`src/rtl/core/gtfr_ram.sv`:
```
// Generic single-write, single-read RAM with registered read data.
module gtfr_ram #(
    parameter int WIDTH = 8,
    parameter int DEPTH = 256
) (
    input  logic                     i_clk,
    input  logic                     i_we,
    input  logic [$clog2(DEPTH)-1:0] i_waddr,
    input  logic [WIDTH-1:0]         i_wdata,
    input  logic [$clog2(DEPTH)-1:0] i_raddr,
    output logic [WIDTH-1:0]         o_rdata
);

    logic [WIDTH-1:0] r_mem [DEPTH];
    logic [WIDTH-1:0] r_rdata;

    always_ff @(posedge i_clk) begin
        if (i_we) begin
            r_mem[i_waddr] <= i_wdata;
        end
        r_rdata <= r_mem[i_raddr];
    end

    assign o_rdata = r_rdata;

endmodule

```
`config.mk`:
```
export PLATFORM = sky130hd
export DESIGN_NAME = gtfr_ram
export DESIGN_NICKNAME = d
export VERILOG_FILES = /design/src/rtl/core/gtfr_ram.sv
export SDC_FILE = /design/constraint.sdc
export NUM_CORES = 2
export LEC_CHECK = 0
export BUFFER_PORTS_ARGS = -buffer_cell sky130_fd_sc_hd__buf_4
export CORE_ASPECT_RATIO = 1.25
export CORE_MARGIN = 2
export CORE_UTILIZATION = 40
export CTS_CLUSTER_DIAMETER = 120
export DETAILED_ROUTE_END_ITERATION = 7
export PLACE_DENSITY_LB_ADDON = 0.12
export SYNTH_ARGS = -nofsm -noshare
export SYNTH_HDL_FRONTEND = slang
export SYNTH_SLANG_ARGS = --single-unit
```
`constraint.sdc`:
```
create_clock -name i_clk -period 2 [get_ports i_clk]
set_input_delay 0.2 -clock i_clk [delete_from_list [all_inputs] [get_ports i_clk]]
set_output_delay 0.2 -clock i_clk [all_outputs]
set_load 0.005 [all_outputs]
```
======== Yosys cells after proc, flatten, opt, wreduce, memory -nomap -nowiden ========
Memories as Yosys holds them, arrays and structs flattened. A register that Yosys moved wholly into a read port is not among the register bits.
Cells that the tools add are included.
storage, ports and cells
  RAM bits ................................ 2048
  memories kept ........................... 1
  register bits after elaboration ......... 0
  input port bits ......................... 26
  logic and storage cells ................. 3
memories
  name   words  width  read ports  clocked after memory_dff  wr ports  line  RTL
  r_mem  256    8      1           1                         1         14    logic [WIDTH-1:0] r_mem [DEPTH];
cells by class
  mux-type cells .......................... 2
operators with widths
  kind               number
  1-bit two-way mux  2

======== Longest topological paths before layout ========
  depth after elaboration ................. 2
  mapped depth ............................ 11
  mapped depth without buffers ............ 6

======== Worst setup path before layout ========
No wires, ideal clock.
  path kind ............................... in2reg
  start ................................... in i_raddr[0]
  end ..................................... reg r_rdata[2] (netlist: o_rdata[2]) (read register of r_mem)
  arrival ................................. 2.007 ns
  setup slack ............................. -0.138 ns
  cell stages on the path ................. 9
  required time ........................... 1.869 ns
  path buffers ............................ 4
  cell sequence ........................... buf_6 -> buf_12 -> buf_8 -> buf_2 -> mux4_2 -> a22oi_1 -> a21oi_1 -> nor4_1 -> nor4_2
RTL lines
  item             line  RTL
  start, declared  10    input logic [$clog2(DEPTH)-1:0] i_raddr,
  end, declared    15    logic [WIDTH-1:0] r_rdata;

==> key figures <==
Run status
  • Outcome: finished with violations
  • Failing checks: negative setup slack

Worst hold path
  • Hold_sp: i_waddr[2]
  • Hold Path Class: input port to flip-flop
  • Hold Path Sink: r_mem[158][0]
  • WHS Path Cells: 4

Route
  • Routed WL per cell: 30.1 um
  • Total number of vias: 40300
  • Drc violations: 0
  • DR iter-0 viols: 3773
  • Via density: 5.54
  • Routed Antenna Nets: 0
  • Routed WL: 219000 um
  • Pre-Repair DR Iteration Count: 5

Clock tree
  • CTS buffer count: 202
  • CTS tree: built
  • Clk pin slew, worst setup/hold paths: 60 ps
  • Worst skew pair latency: 840 ps
  • Clock Path Buffers: 3
  • H-tree level count: 4
  • Sink Count: 2056
  • Root buf cell: clkbuf_16

Synthesis
  • Yosys top cell by area: edfxtp_1
  • Async SR Flop Fraction: 0%
  • Syn_nets: 3759
  • Post-synth top cells: edfxtp_1, mux4_2, nor2_1, mux2i_1, a22oi_1
  • Avg Cell Area, Syn: 21.3 um^2
  • Post-Syn Instances: 3733
  • Seq cells post-synth: 2056
  • Share of the yosys chip area belonging to registers: 77.5%
  • Post-synth EDFFs: 2048
  • Count leader, synth: edfxtp_1
  • Synth top area cells: edfxtp_1, mux4_2, mux2i_1
  • Most used flip-flop cell after synthesis: edfxtp_1
  • Area share of the largest cell type after synthesis: 77.3%
  • Mapped Area: 79600 um^2
  • Synth warn: 0
  • Synth cell types: 55

Setup path
  • Worst Path Arrival: 3080 ps
  • Setup CP Type: flip-flop to flip-flop
  • Flop-to-flop setup slack: -380 ps
  • Reg2reg end: o_rdata[7]
  • Crit path max fanout: 1
  • Reg2Reg Depth: 7
  • Setup crit start: r_mem[143][7]
  • Crit end category: flip-flop
  • Reg2reg start: r_mem[143][7]
  • Crit start category: flip-flop
  • Worst Path Required: 2700 ps

Placement
  • Place WS: -1780 ps
  • IO Port Bufs: 33
  • Placed Cells: 6894
  • Dpl hpwl: 145000 um
  • Dpl cell area: 88900 um^2
  • Final Wtd Congestion: 0.819

STA
  • Worst-case clock skew: 31.8 ps
  • Final Max Tran Viols: 0
  • Min cycle time layout: 2380 ps
  • Period utilisation layout: 119%
  • Slew at the pin closest to its max-slew limit: 808 ps
  • Setup ws final: -383 ps
  • Final number of setup-violating endpoints: 8
  • RSZ-0062 raised after global routing: yes
  • Worst rel slew slack: 46.1%
  • Final hold violation count: 0
  • FMAX: 420 MHz

Floorplanning
  • Die ar.: 202000 um^2
  • IO Pins: 34
  • Starting Density: 40.1%
  • Die height: 503 um
  • Die W: 403 um
  • Core Area: 198000 um^2
  • Row count: 183

Run
  • Maximum Capacitance Violations: 0

Global route
  • Grt ovf: 0
  • Initial antenna violation count: 12
  • First-pass GRT wire length: 310000 um
  • All-Layer GR Usage: 21.7%
  • Number of global-route vias before repair: 41500
  • Largest net degree at the start of global routing: 89

Pwr
  • Leakage power: 31.1 nW
  • Pwr Density: 938 nW/um^2
  • Peak VDD IR: 0.951 mV
  • Design Power: 89.9 mW

Cells and area
  • Synthesis-to-layout area growth: 20.5%
  • Post-route cell area: 95900 um^2
  • Util after Layout: 48.4%
  • Layout cells sized above 1: 34.8%
  • Final nets: 4540
  • Final cell count without fillers: 7270
## power breakdown
part / leakage (nW) / total, mW / internal [mW] / switching [mW]
Clock: 3.11 / 36.9 / 20.8 / 16.1
Sequential: 18.5 / 47.6 / 47.5 / 0.103
Combinational: 9.54 / 5.44 / 2.25 / 3.18
## flip-flops by register name, indices dropped and copies added, names as in the netlist
register	count
r_mem	2048
o_rdata	8
## timing repair
action,in CTS,in global routing
hold buffers,8,0
pin swaps,14,22
hold endpoints to repair,652,0
gates resized for setup,70,27
buffers inserted,0,0
setup endpoints to repair,8,8
cloned,0,0
## metal layers
metal	up-vias	track usage, %	part of all wire, %
met5	-	0	0.029
met4	10	6.89	3.1
met3	310	3.89	5.8
met2	1147	35.7	49
met1	21500	29.4	42
li1	17300	-	-
## through the flow
| step | TNS (ps) | hold slack (ps) |
|---|---|---|
| after global placement | -10970 | 539 |
| after detailed placement | -10850 | 537 |
| after floorplan | -3330 | 299 |
| final | -1530 | 100 |
| after CTS | -1980 | 32.4 |
| after global routing | -2050 | 88.9 |
## cells by family after synthesis
| family | count (synthesis) | share of synthesized area (%) |
|---|---|---|
| AND/OR/NAND/NOR | 466 | 2.63 |
| AO/OA/AOI/OAI | 385 | 3.42 |
| multiplexers | 591 | 14.6 |
| buffers and inverters | 235 | 1.83 |
| flip-flops | 2056 | 77.5 |
## worst max-delay path by stage
| stage | to | slack, ps | cells past startpoint |
|---|---|---|---|
| floorplan | o_rdata[0] | -20 | 9 |
| global placement | o_rdata[7] | -1790 | 10 |
| detailed placement | o_rdata[7] | -1780 | 10 |
| CTS | o_rdata[7] | -440 | 7 |
| global route | o_rdata[7] | -430 | 7 |
| finish | o_rdata[7] | -380 | 7 |
## critical path, cell delays in order (launching register included)
cell and delay, ps:
edfxtp_1 380, mux4_2 500, mux4_2 520, nor2_4 160, a2111oi_4 100, nor3_2 350
buf_4 190, nor4_2 40
## cell type report
cell class	count	area, um^2
diodes	3	7.51
repair buffers	810	7540
flip-flops and latches	2056	61700
clock inverters	117	1030
clock buffers	250	5310
well taps	2590	3240
multi-input cells	1442	17100
inverters	2	7.51
fillers	16400	102000
## cells in the final DEF, fill, tap and decap left out, drive strengths merged, types with 3 or more instances in the layout
master,n
edfxtp,2048
buf,802
mux4,456
nor2,282
clkbuf,250
mux2i,134
a22oi,133
a21oi,96
clkinv,96
o221ai,47
nand3,34
nand2,33
nor2b,31
o22ai,28
nor4,27
nor3,22
bufinv,16
a211oi,16
a221oi,14
o21ai,12
nand4,10
o211ai,10
dlygate4sd3,8
dfxtp,8
nand2b,8
a22o,8
and2,6
o22a,5
a2111oi,5
o32ai,5
or2,4
inv,4
diode,3
clkinvlp,3
Power figures use the tool's default switching activity.
