### config.mk
export PLATFORM = sky130hd
export DESIGN_NAME = gtfr_seq
export DESIGN_NICKNAME = d
export VERILOG_FILES = /design/src/rtl/core/gtfr_pkg.sv /design/src/rtl/core/gtfr_seq.sv
export SDC_FILE = /design/constraint.sdc
export NUM_CORES = 1
export LEC_CHECK = 0
export BUFFER_PORTS_ARGS = -buffer_cell sky130_fd_sc_hd__buf_4
export CAP_MARGIN = 10
export CORE_UTILIZATION = 43
export DETAILED_ROUTE_END_ITERATION = 8
export GPL_TIMING_DRIVEN = 0
export PLACE_DENSITY_LB_ADDON = 0.2
export SLEW_MARGIN = 5
export SYNTH_ARGS = -nofsm -noshare
export SYNTH_HDL_FRONTEND = slang
export SYNTH_SLANG_ARGS = --single-unit
### constraint.sdc
create_clock -name i_clk -period 1.8 [get_ports i_clk]
set_input_delay 0.18 -clock i_clk [delete_from_list [all_inputs] [get_ports i_clk]]
set_output_delay 0.18 -clock i_clk [all_outputs]
set_load 0.01 [all_outputs]
### src/rtl/core/gtfr_pkg.sv
// Shared types, constants and microcode ROM of the glyph text frame renderer.
package gtfr_pkg;

    // Operation codes carried in the mode field
    localparam logic [2:0] MODE_LOAD    = 3'd0;
    localparam logic [2:0] MODE_RESTART = 3'd1;
    localparam logic [2:0] MODE_DRAW    = 3'd2;
    localparam logic [2:0] MODE_CLEAR   = 3'd3;
    localparam logic [2:0] MODE_REFRESH = 3'd4;

    // Status codes
    localparam logic [1:0] STAT_DONE   = 2'd0;
    localparam logic [1:0] STAT_FULL   = 2'd1;
    localparam logic [1:0] STAT_NOFONT = 2'd2;

    // Panel commands
    localparam logic [7:0] CMD_COL_LO = 8'h00;
    localparam logic [7:0] CMD_COL_HI = 8'h10;
    localparam logic [7:0] CMD_PAGE   = 8'hB0;

    // Font layout
    localparam int GLYPH_BYTES = 25;
    localparam int GLYPH_COLS  = 12;
    localparam int FIRST_CODE  = 32;

    // Microcode step addresses
    typedef logic [3:0] t_step;
    localparam t_step ST_RCLR = 4'd0;   // clearing pass after reset
    localparam t_step ST_IDLE = 4'd1;
    localparam t_step ST_LOAD = 4'd2;
    localparam t_step ST_RST  = 4'd3;
    localparam t_step ST_DCHK = 4'd4;
    localparam t_step ST_DWID = 4'd5;
    localparam t_step ST_DRD  = 4'd6;
    localparam t_step ST_DADV = 4'd7;
    localparam t_step ST_CLR  = 4'd8;
    localparam t_step ST_RRD  = 4'd9;
    localparam t_step ST_ROUT = 4'd10;
    localparam t_step ST_DONE = 4'd11;

    // Jump conditions: taken -> tgt_t, otherwise -> tgt_f
    typedef enum logic [2:0] {
        JC_ALWAYS,
        JC_ACCEPT,      // taken target comes from the mode dispatch
        JC_SKIP,
        JC_PAIR_MORE,
        JC_CLR_MORE,
        JC_OUT_BUSY
    } t_jcond;

    typedef struct packed {
        logic   rdy;
        logic   font_wr;
        logic   col_zero;
        logic   chk;
        logic   wid_rd;
        logic   pair_rd;
        logic   idx_clr;
        logic   idx_inc;
        logic   clr_wr;
        logic   advance;
        logic   ref_out;
        logic   result;
        t_jcond jc;
        t_step  tgt_t;
        t_step  tgt_f;
    } t_uword;

    // Datapath conditions seen by the sequencer
    typedef struct packed {
        logic accept;
        logic skip;
        logic pair_last;
        logic clr_last;
        logic out_free;
    } t_flags;

    function automatic t_step mode_entry(input logic [2:0] mode);
        t_step s;
        unique case (mode)
            MODE_LOAD:    s = ST_LOAD;
            MODE_RESTART: s = ST_RST;
            MODE_DRAW:    s = ST_DCHK;
            MODE_CLEAR:   s = ST_CLR;
            MODE_REFRESH: s = ST_RRD;
            default:      s = ST_DONE;
        endcase
        return s;
    endfunction

    function automatic t_uword ucode(input t_step step);
        t_uword w;
        w       = '0;
        w.jc    = JC_ALWAYS;
        w.tgt_t = ST_IDLE;
        w.tgt_f = ST_IDLE;
        unique case (step)
            ST_RCLR: begin
                w.clr_wr  = 1'b1;
                w.idx_inc = 1'b1;
                w.jc      = JC_CLR_MORE;
                w.tgt_t   = ST_RCLR;
                w.tgt_f   = ST_IDLE;
            end
            ST_IDLE: begin
                w.rdy     = 1'b1;
                w.idx_clr = 1'b1;
                w.jc      = JC_ACCEPT;
                w.tgt_f   = ST_IDLE;
            end
            ST_LOAD: begin
                w.font_wr = 1'b1;
                w.tgt_t   = ST_DONE;
            end
            ST_RST: begin
                w.col_zero = 1'b1;
                w.tgt_t    = ST_DONE;
            end
            ST_DCHK: begin
                w.chk   = 1'b1;
                w.jc    = JC_SKIP;
                w.tgt_t = ST_DONE;
                w.tgt_f = ST_DWID;
            end
            ST_DWID: begin
                w.wid_rd = 1'b1;
                w.tgt_t  = ST_DRD;
            end
            ST_DRD: begin
                w.pair_rd = 1'b1;
                w.idx_inc = 1'b1;
                w.jc      = JC_PAIR_MORE;
                w.tgt_t   = ST_DRD;
                w.tgt_f   = ST_DADV;
            end
            ST_DADV: begin
                w.advance = 1'b1;
                w.tgt_t   = ST_DONE;
            end
            ST_CLR: begin
                w.clr_wr  = 1'b1;
                w.idx_inc = 1'b1;
                w.jc      = JC_CLR_MORE;
                w.tgt_t   = ST_CLR;
                w.tgt_f   = ST_DONE;
            end
            ST_RRD: begin
                w.tgt_t = ST_ROUT;
            end
            ST_ROUT: begin
                w.ref_out = 1'b1;
                w.tgt_t   = ST_DONE;
            end
            ST_DONE: begin
                w.result = 1'b1;
                w.jc     = JC_OUT_BUSY;
                w.tgt_t  = ST_DONE;
                w.tgt_f  = ST_IDLE;
            end
            default: begin
                w.tgt_t = ST_IDLE;
            end
        endcase
        return w;
    endfunction

endpackage

### src/rtl/core/gtfr_seq.sv
// Microcode sequencer: step counter, control ROM lookup and conditional jumps.
module gtfr_seq import gtfr_pkg::*; (
    input  logic       i_clk,
    input  logic       i_rst_n,
    input  t_flags     i_flags,
    input  logic [2:0] i_mode,
    output t_uword     o_cw
);

    t_step  r_step;
    t_step  n_step;
    t_uword cw;
    logic   taken;

    assign cw = ucode(r_step);

    always_comb begin
        unique case (cw.jc)
            JC_ALWAYS:    taken = 1'b1;
            JC_ACCEPT:    taken = i_flags.accept;
            JC_SKIP:      taken = i_flags.skip;
            JC_PAIR_MORE: taken = !i_flags.pair_last;
            JC_CLR_MORE:  taken = !i_flags.clr_last;
            JC_OUT_BUSY:  taken = !i_flags.out_free;
            default:      taken = 1'b0;
        endcase
        if (!taken) begin
            n_step = cw.tgt_f;
        end else if (cw.jc == JC_ACCEPT) begin
            n_step = mode_entry(i_mode);
        end else begin
            n_step = cw.tgt_t;
        end
    end

    always_ff @(posedge i_clk) begin
        if (!i_rst_n) begin
            r_step <= ST_RCLR;
        end else begin
            r_step <= n_step;
        end
    end

    assign o_cw = cw;

endmodule

# == Yosys cells after proc, flatten, opt, wreduce, memory -nomap -nowiden ==
# Index checks and enable logic that the tools add are counted.
# totals
regBits,4
wordCells,49
# op_classes
eq_ne,20
reduce_logical,10
mux,18
# ops
cell,n
case mux 4 bit (5 select lines),2
== test 4 x 3 -> 1 bit (second input constant),4
== test 4 bit (second input constant),4
case mux 3 bit (5 select lines),1
== test 3 x 2 -> 1 bit (second input constant),4
case mux 4 bit (3 select lines),1
two-way mux 1 bit,11
== test 3 bit (second input constant),3
== test 4 x 2 -> 1 bit (second input constant),2
two-way mux 4 bit,2
== test 3 x 1 -> 1 bit (second input constant),2
zero test 3 bit,2
case mux 1 bit (6 select lines),1
OR reduction 6 bit,1
== test 4 x 1 -> 1 bit (second input constant),1
zero test 4 bit,1
OR reduction 2 bit,2
zero test 1 bit,3
OR reduction 3 bit,1

# == Logic depth before layout (Yosys ltp) ==
# depth
depth_word,6
depth_mapped,6
mapped_depth_nobuf,4

# == Worst setup path after synthesis ==
# OpenSTA, ideal clock, no wires.
# synth_timing
path_kind,register to output
start,reg r_step[2]
end,out o_cw[4] (netlist bit)
stages_incl_launch_ff,6
t_required_ns,1.620
arrival_time_ns,1.309
slack_ns,0.311
path_cell_list,dfxtp_1 -> buf_2 -> clkbuf_1 -> or2_2 -> a21oi_1 -> nor2_1
# synth_lines
element,line_no,rtl
start: declaration,gtfr_seq.sv:10,t_step r_step;
start signal: assignment,gtfr_seq.sv:40,r_step <= n_step;
end: declaration,gtfr_seq.sv:7,output t_uword o_cw

==> out/qor.txt <==
Hold Vio Cnt, Final -> 0
Max Slew Vio Count -> 0
Worst Max-Slew Pin Slew -> 543 ps
Crit share post-route -> 97.7%
Fin area -> 943 um2
Max VDD drop -> 0.908 mV
Area delta synth->final -> 51.1%
Final GP Congestion -> 0.787
Setup WS pre-CTS -> 126 ps
Hold Slack -> 211 ps
Switching Fraction -> 46.9%
P per Cell Area -> 1700 nW/um2
I/O Buffers -> 31
Final Power -> 1.60 mW
Hpwl dp -> 1430 um
Clock period minus worst slack -> 1760 ps
Row cnt -> 13
Fmax -> 0.569 GHz
Placed Instances -> 137
Max reg flops -> 4
Via density -> 5.79
Combinational Power Share -> 83.1%
Clk_skew -> 1.66 ps
# diodes -> 0
DRC Markers -> 0
Ys Warns -> 0
Crit path largest cell delay -> 490 ps
Number of max-cap violations -> 0
CTS Buf Count -> 3
Reg clk slew, reported paths -> 40 ps
Crit Path Max Fanout -> 10
H-tree Lvls -> 1
Post-route antenna net violation count -> 0
Pin count of the biggest net entering global routing -> 11
CP arrival -> 1580 ps
Via Count -> 817
Clk pwr share -> 7.1%
Final setup violation count -> 0
Yosys cell types -> 37
Critical Path Slowest Stage Cell -> or3b_2
CTS tree -> yes
Cells after synthesis -> 91
Core area -> 1330 um2
Core Util, Final -> 70.7%
Number of synthesized register bits -> 4
GRT Residual Overflow -> 0
Most flop-heavy register -> r_step
Flop-to-flop setup slack -> 160 ps
Critical path buffers and inverters -> 2
Nets@finish -> 138
DR iter-0 viols -> 27
Chip Width -> 40.1 um
Share of layout cells above drive strength 1 -> 47.6%
Maximum clock insertion buffer count -> 2
Psw -> 0.752 mW
GR Util All Layers -> 25.3%
Syn Nets -> 101
Worst skew pair latency -> 240 ps
Post-Route WL -> 2010 um
Mapped Area -> 624 um2
Clk Tree Root Cell -> clkbuf_4
Vias in the first global route -> 608
Routed wire per std cell -> 14.3 um
Initial Util -> 46.8%
Drt first pass iters -> 4
Most common cell after layout, fill and taps aside -> buf_4
Seq pwr share -> 9.7%
Non-Filler Instances -> 141
Cell Area, Placed -> 876 um2
Status -> complete, no violations
Worst hold-check path type -> input port to flip-flop
Commonest non-fill, non-tap cells in the layout -> buf_4 (36), nor2_1 (10), clkbuf_4 (6), o21ai_0 (6)
Sequential share of the synthesized area -> 12.8%
Die area -> 1610 um2
CP Class -> flip-flop to output port
First-pass GRT wire length -> 2650 um
Final worst-path setup slack -> 41.8 ps
Die Y -> 40.1 um
CP required -> 1620 ps
Clock sink count -> 4
Num ports -> 33
Regs by FF count -> r_step x4
Internal -> 0.851 mW
Element type at the critical path end -> output port
Worst-path cell chain -> clkbuf_4 -> or3b_2 -> a21oi_2 -> buf_4
Setup_tns -> 0 ps
Cell family with most CP delay -> simple AND/OR/NAND/NOR gates
Syn_area_per_cell -> 6.86 um2
Slew HR -> 63.6%
CP startpoint kind -> flip-flop
Leakage -> 0.443 nW
Initial antenna violation count -> 0
## final cells by class
type / instances / area [um2]
buffer: 11 / 85.1
clock buffer: 3 / 22.5
fill: 125 / 390
inverter: 3 / 11.3
multi-input combinational: 73 / 483
sequential: 4 / 82.6
tap: 15 / 18.8
timing repair buffer: 32 / 240
## final timing paths
check / start / endpoint / cells past startpoint
setup / recovery: r_step[1] / o_cw[1] / 4
hold / removal: i_rst_n / r_step[0] / 2
setup reg to reg: r_step[2] / r_step[2] / 6
hold reg to reg: r_step[1] / r_step[1] / 4
## synthesized netlist by cell type, drive strengths merged
| library cell | count | area, um2 |
|---|---|---|
| conb | 1 | 3.75 |
| nor4 | 2 | 27.5 |
| nor3b | 3 | 32.5 |
| nand2b | 5 | 31.3 |
| nand2 | 5 | 18.8 |
| nor4bb | 1 | 10.0 |
| nor3 | 5 | 25.0 |
| nor2 | 10 | 37.5 |
| mux2i | 2 | 20.0 |
| a211oi | 3 | 27.5 |
| or2 | 2 | 12.5 |
| buf | 9 | 57.6 |
| dfxtp | 4 | 80.1 |
| a21oi | 6 | 30.0 |
| nor4b | 1 | 8.76 |
| o31ai | 2 | 15.0 |
| and3 | 1 | 6.26 |
| or4 | 1 | 7.51 |
| or4b | 1 | 13.8 |
| o21a | 2 | 15.0 |
| inv | 3 | 11.3 |
| or3 | 1 | 6.26 |
| o21ai | 9 | 45.0 |
| nand3 | 1 | 5.00 |
| and4b | 1 | 10.0 |
| nor2b | 2 | 12.5 |
| nand3b | 4 | 30.0 |
| a21boi | 1 | 7.51 |
| clkbuf | 2 | 7.51 |
| or3b | 1 | 8.76 |
## power by group through the flow
stage                     sequential [mW]  clock (mW)  combinational (mW)
final                               0.156       0.114                1.33
after global routing                0.158       0.130                1.44
after CTS                           0.154       0.118                1.27
after detailed placement            0.152           0                1.23
after global placement              0.151           0                1.19
after floorplan                     0.145           0               0.789
## repair_timing
action                                  4_1_cts  5_1_grt
pin swaps                                     0        1
buffers inserted                              0        1
resized for setup                             7       11
endpoints found under the setup margin        7        6
hold buffers                                  0        0
gates cloned                                  0        0
## cells by family (layout without fill, tap and decap cells)
| family | count (synthesis) | in the layout | share of synthesized area [%] |
|---|---|---|---|
| DFF | 4 | 4 | 12.8 |
| AOI/OAI and AO/OA | 23 | 23 | 22.4 |
| and+or+nand+nor | 47 | 47 | 48.7 |
| muxes | 2 | 2 | 3.21 |
| buffers and inverters | 14 | 49 | 12.2 |
| other | 1 | 1 | 0.601 |
## metal layers
layer	up-vias	wire (um)	global-route usage (%)
met5	-	0	0
met4	0	27	12.9
met3	4	83	5.00
met2	29	1050	47.2
met1	395	844	26.3
li1	389	-	-
Power figures use the tool's default switching activity.
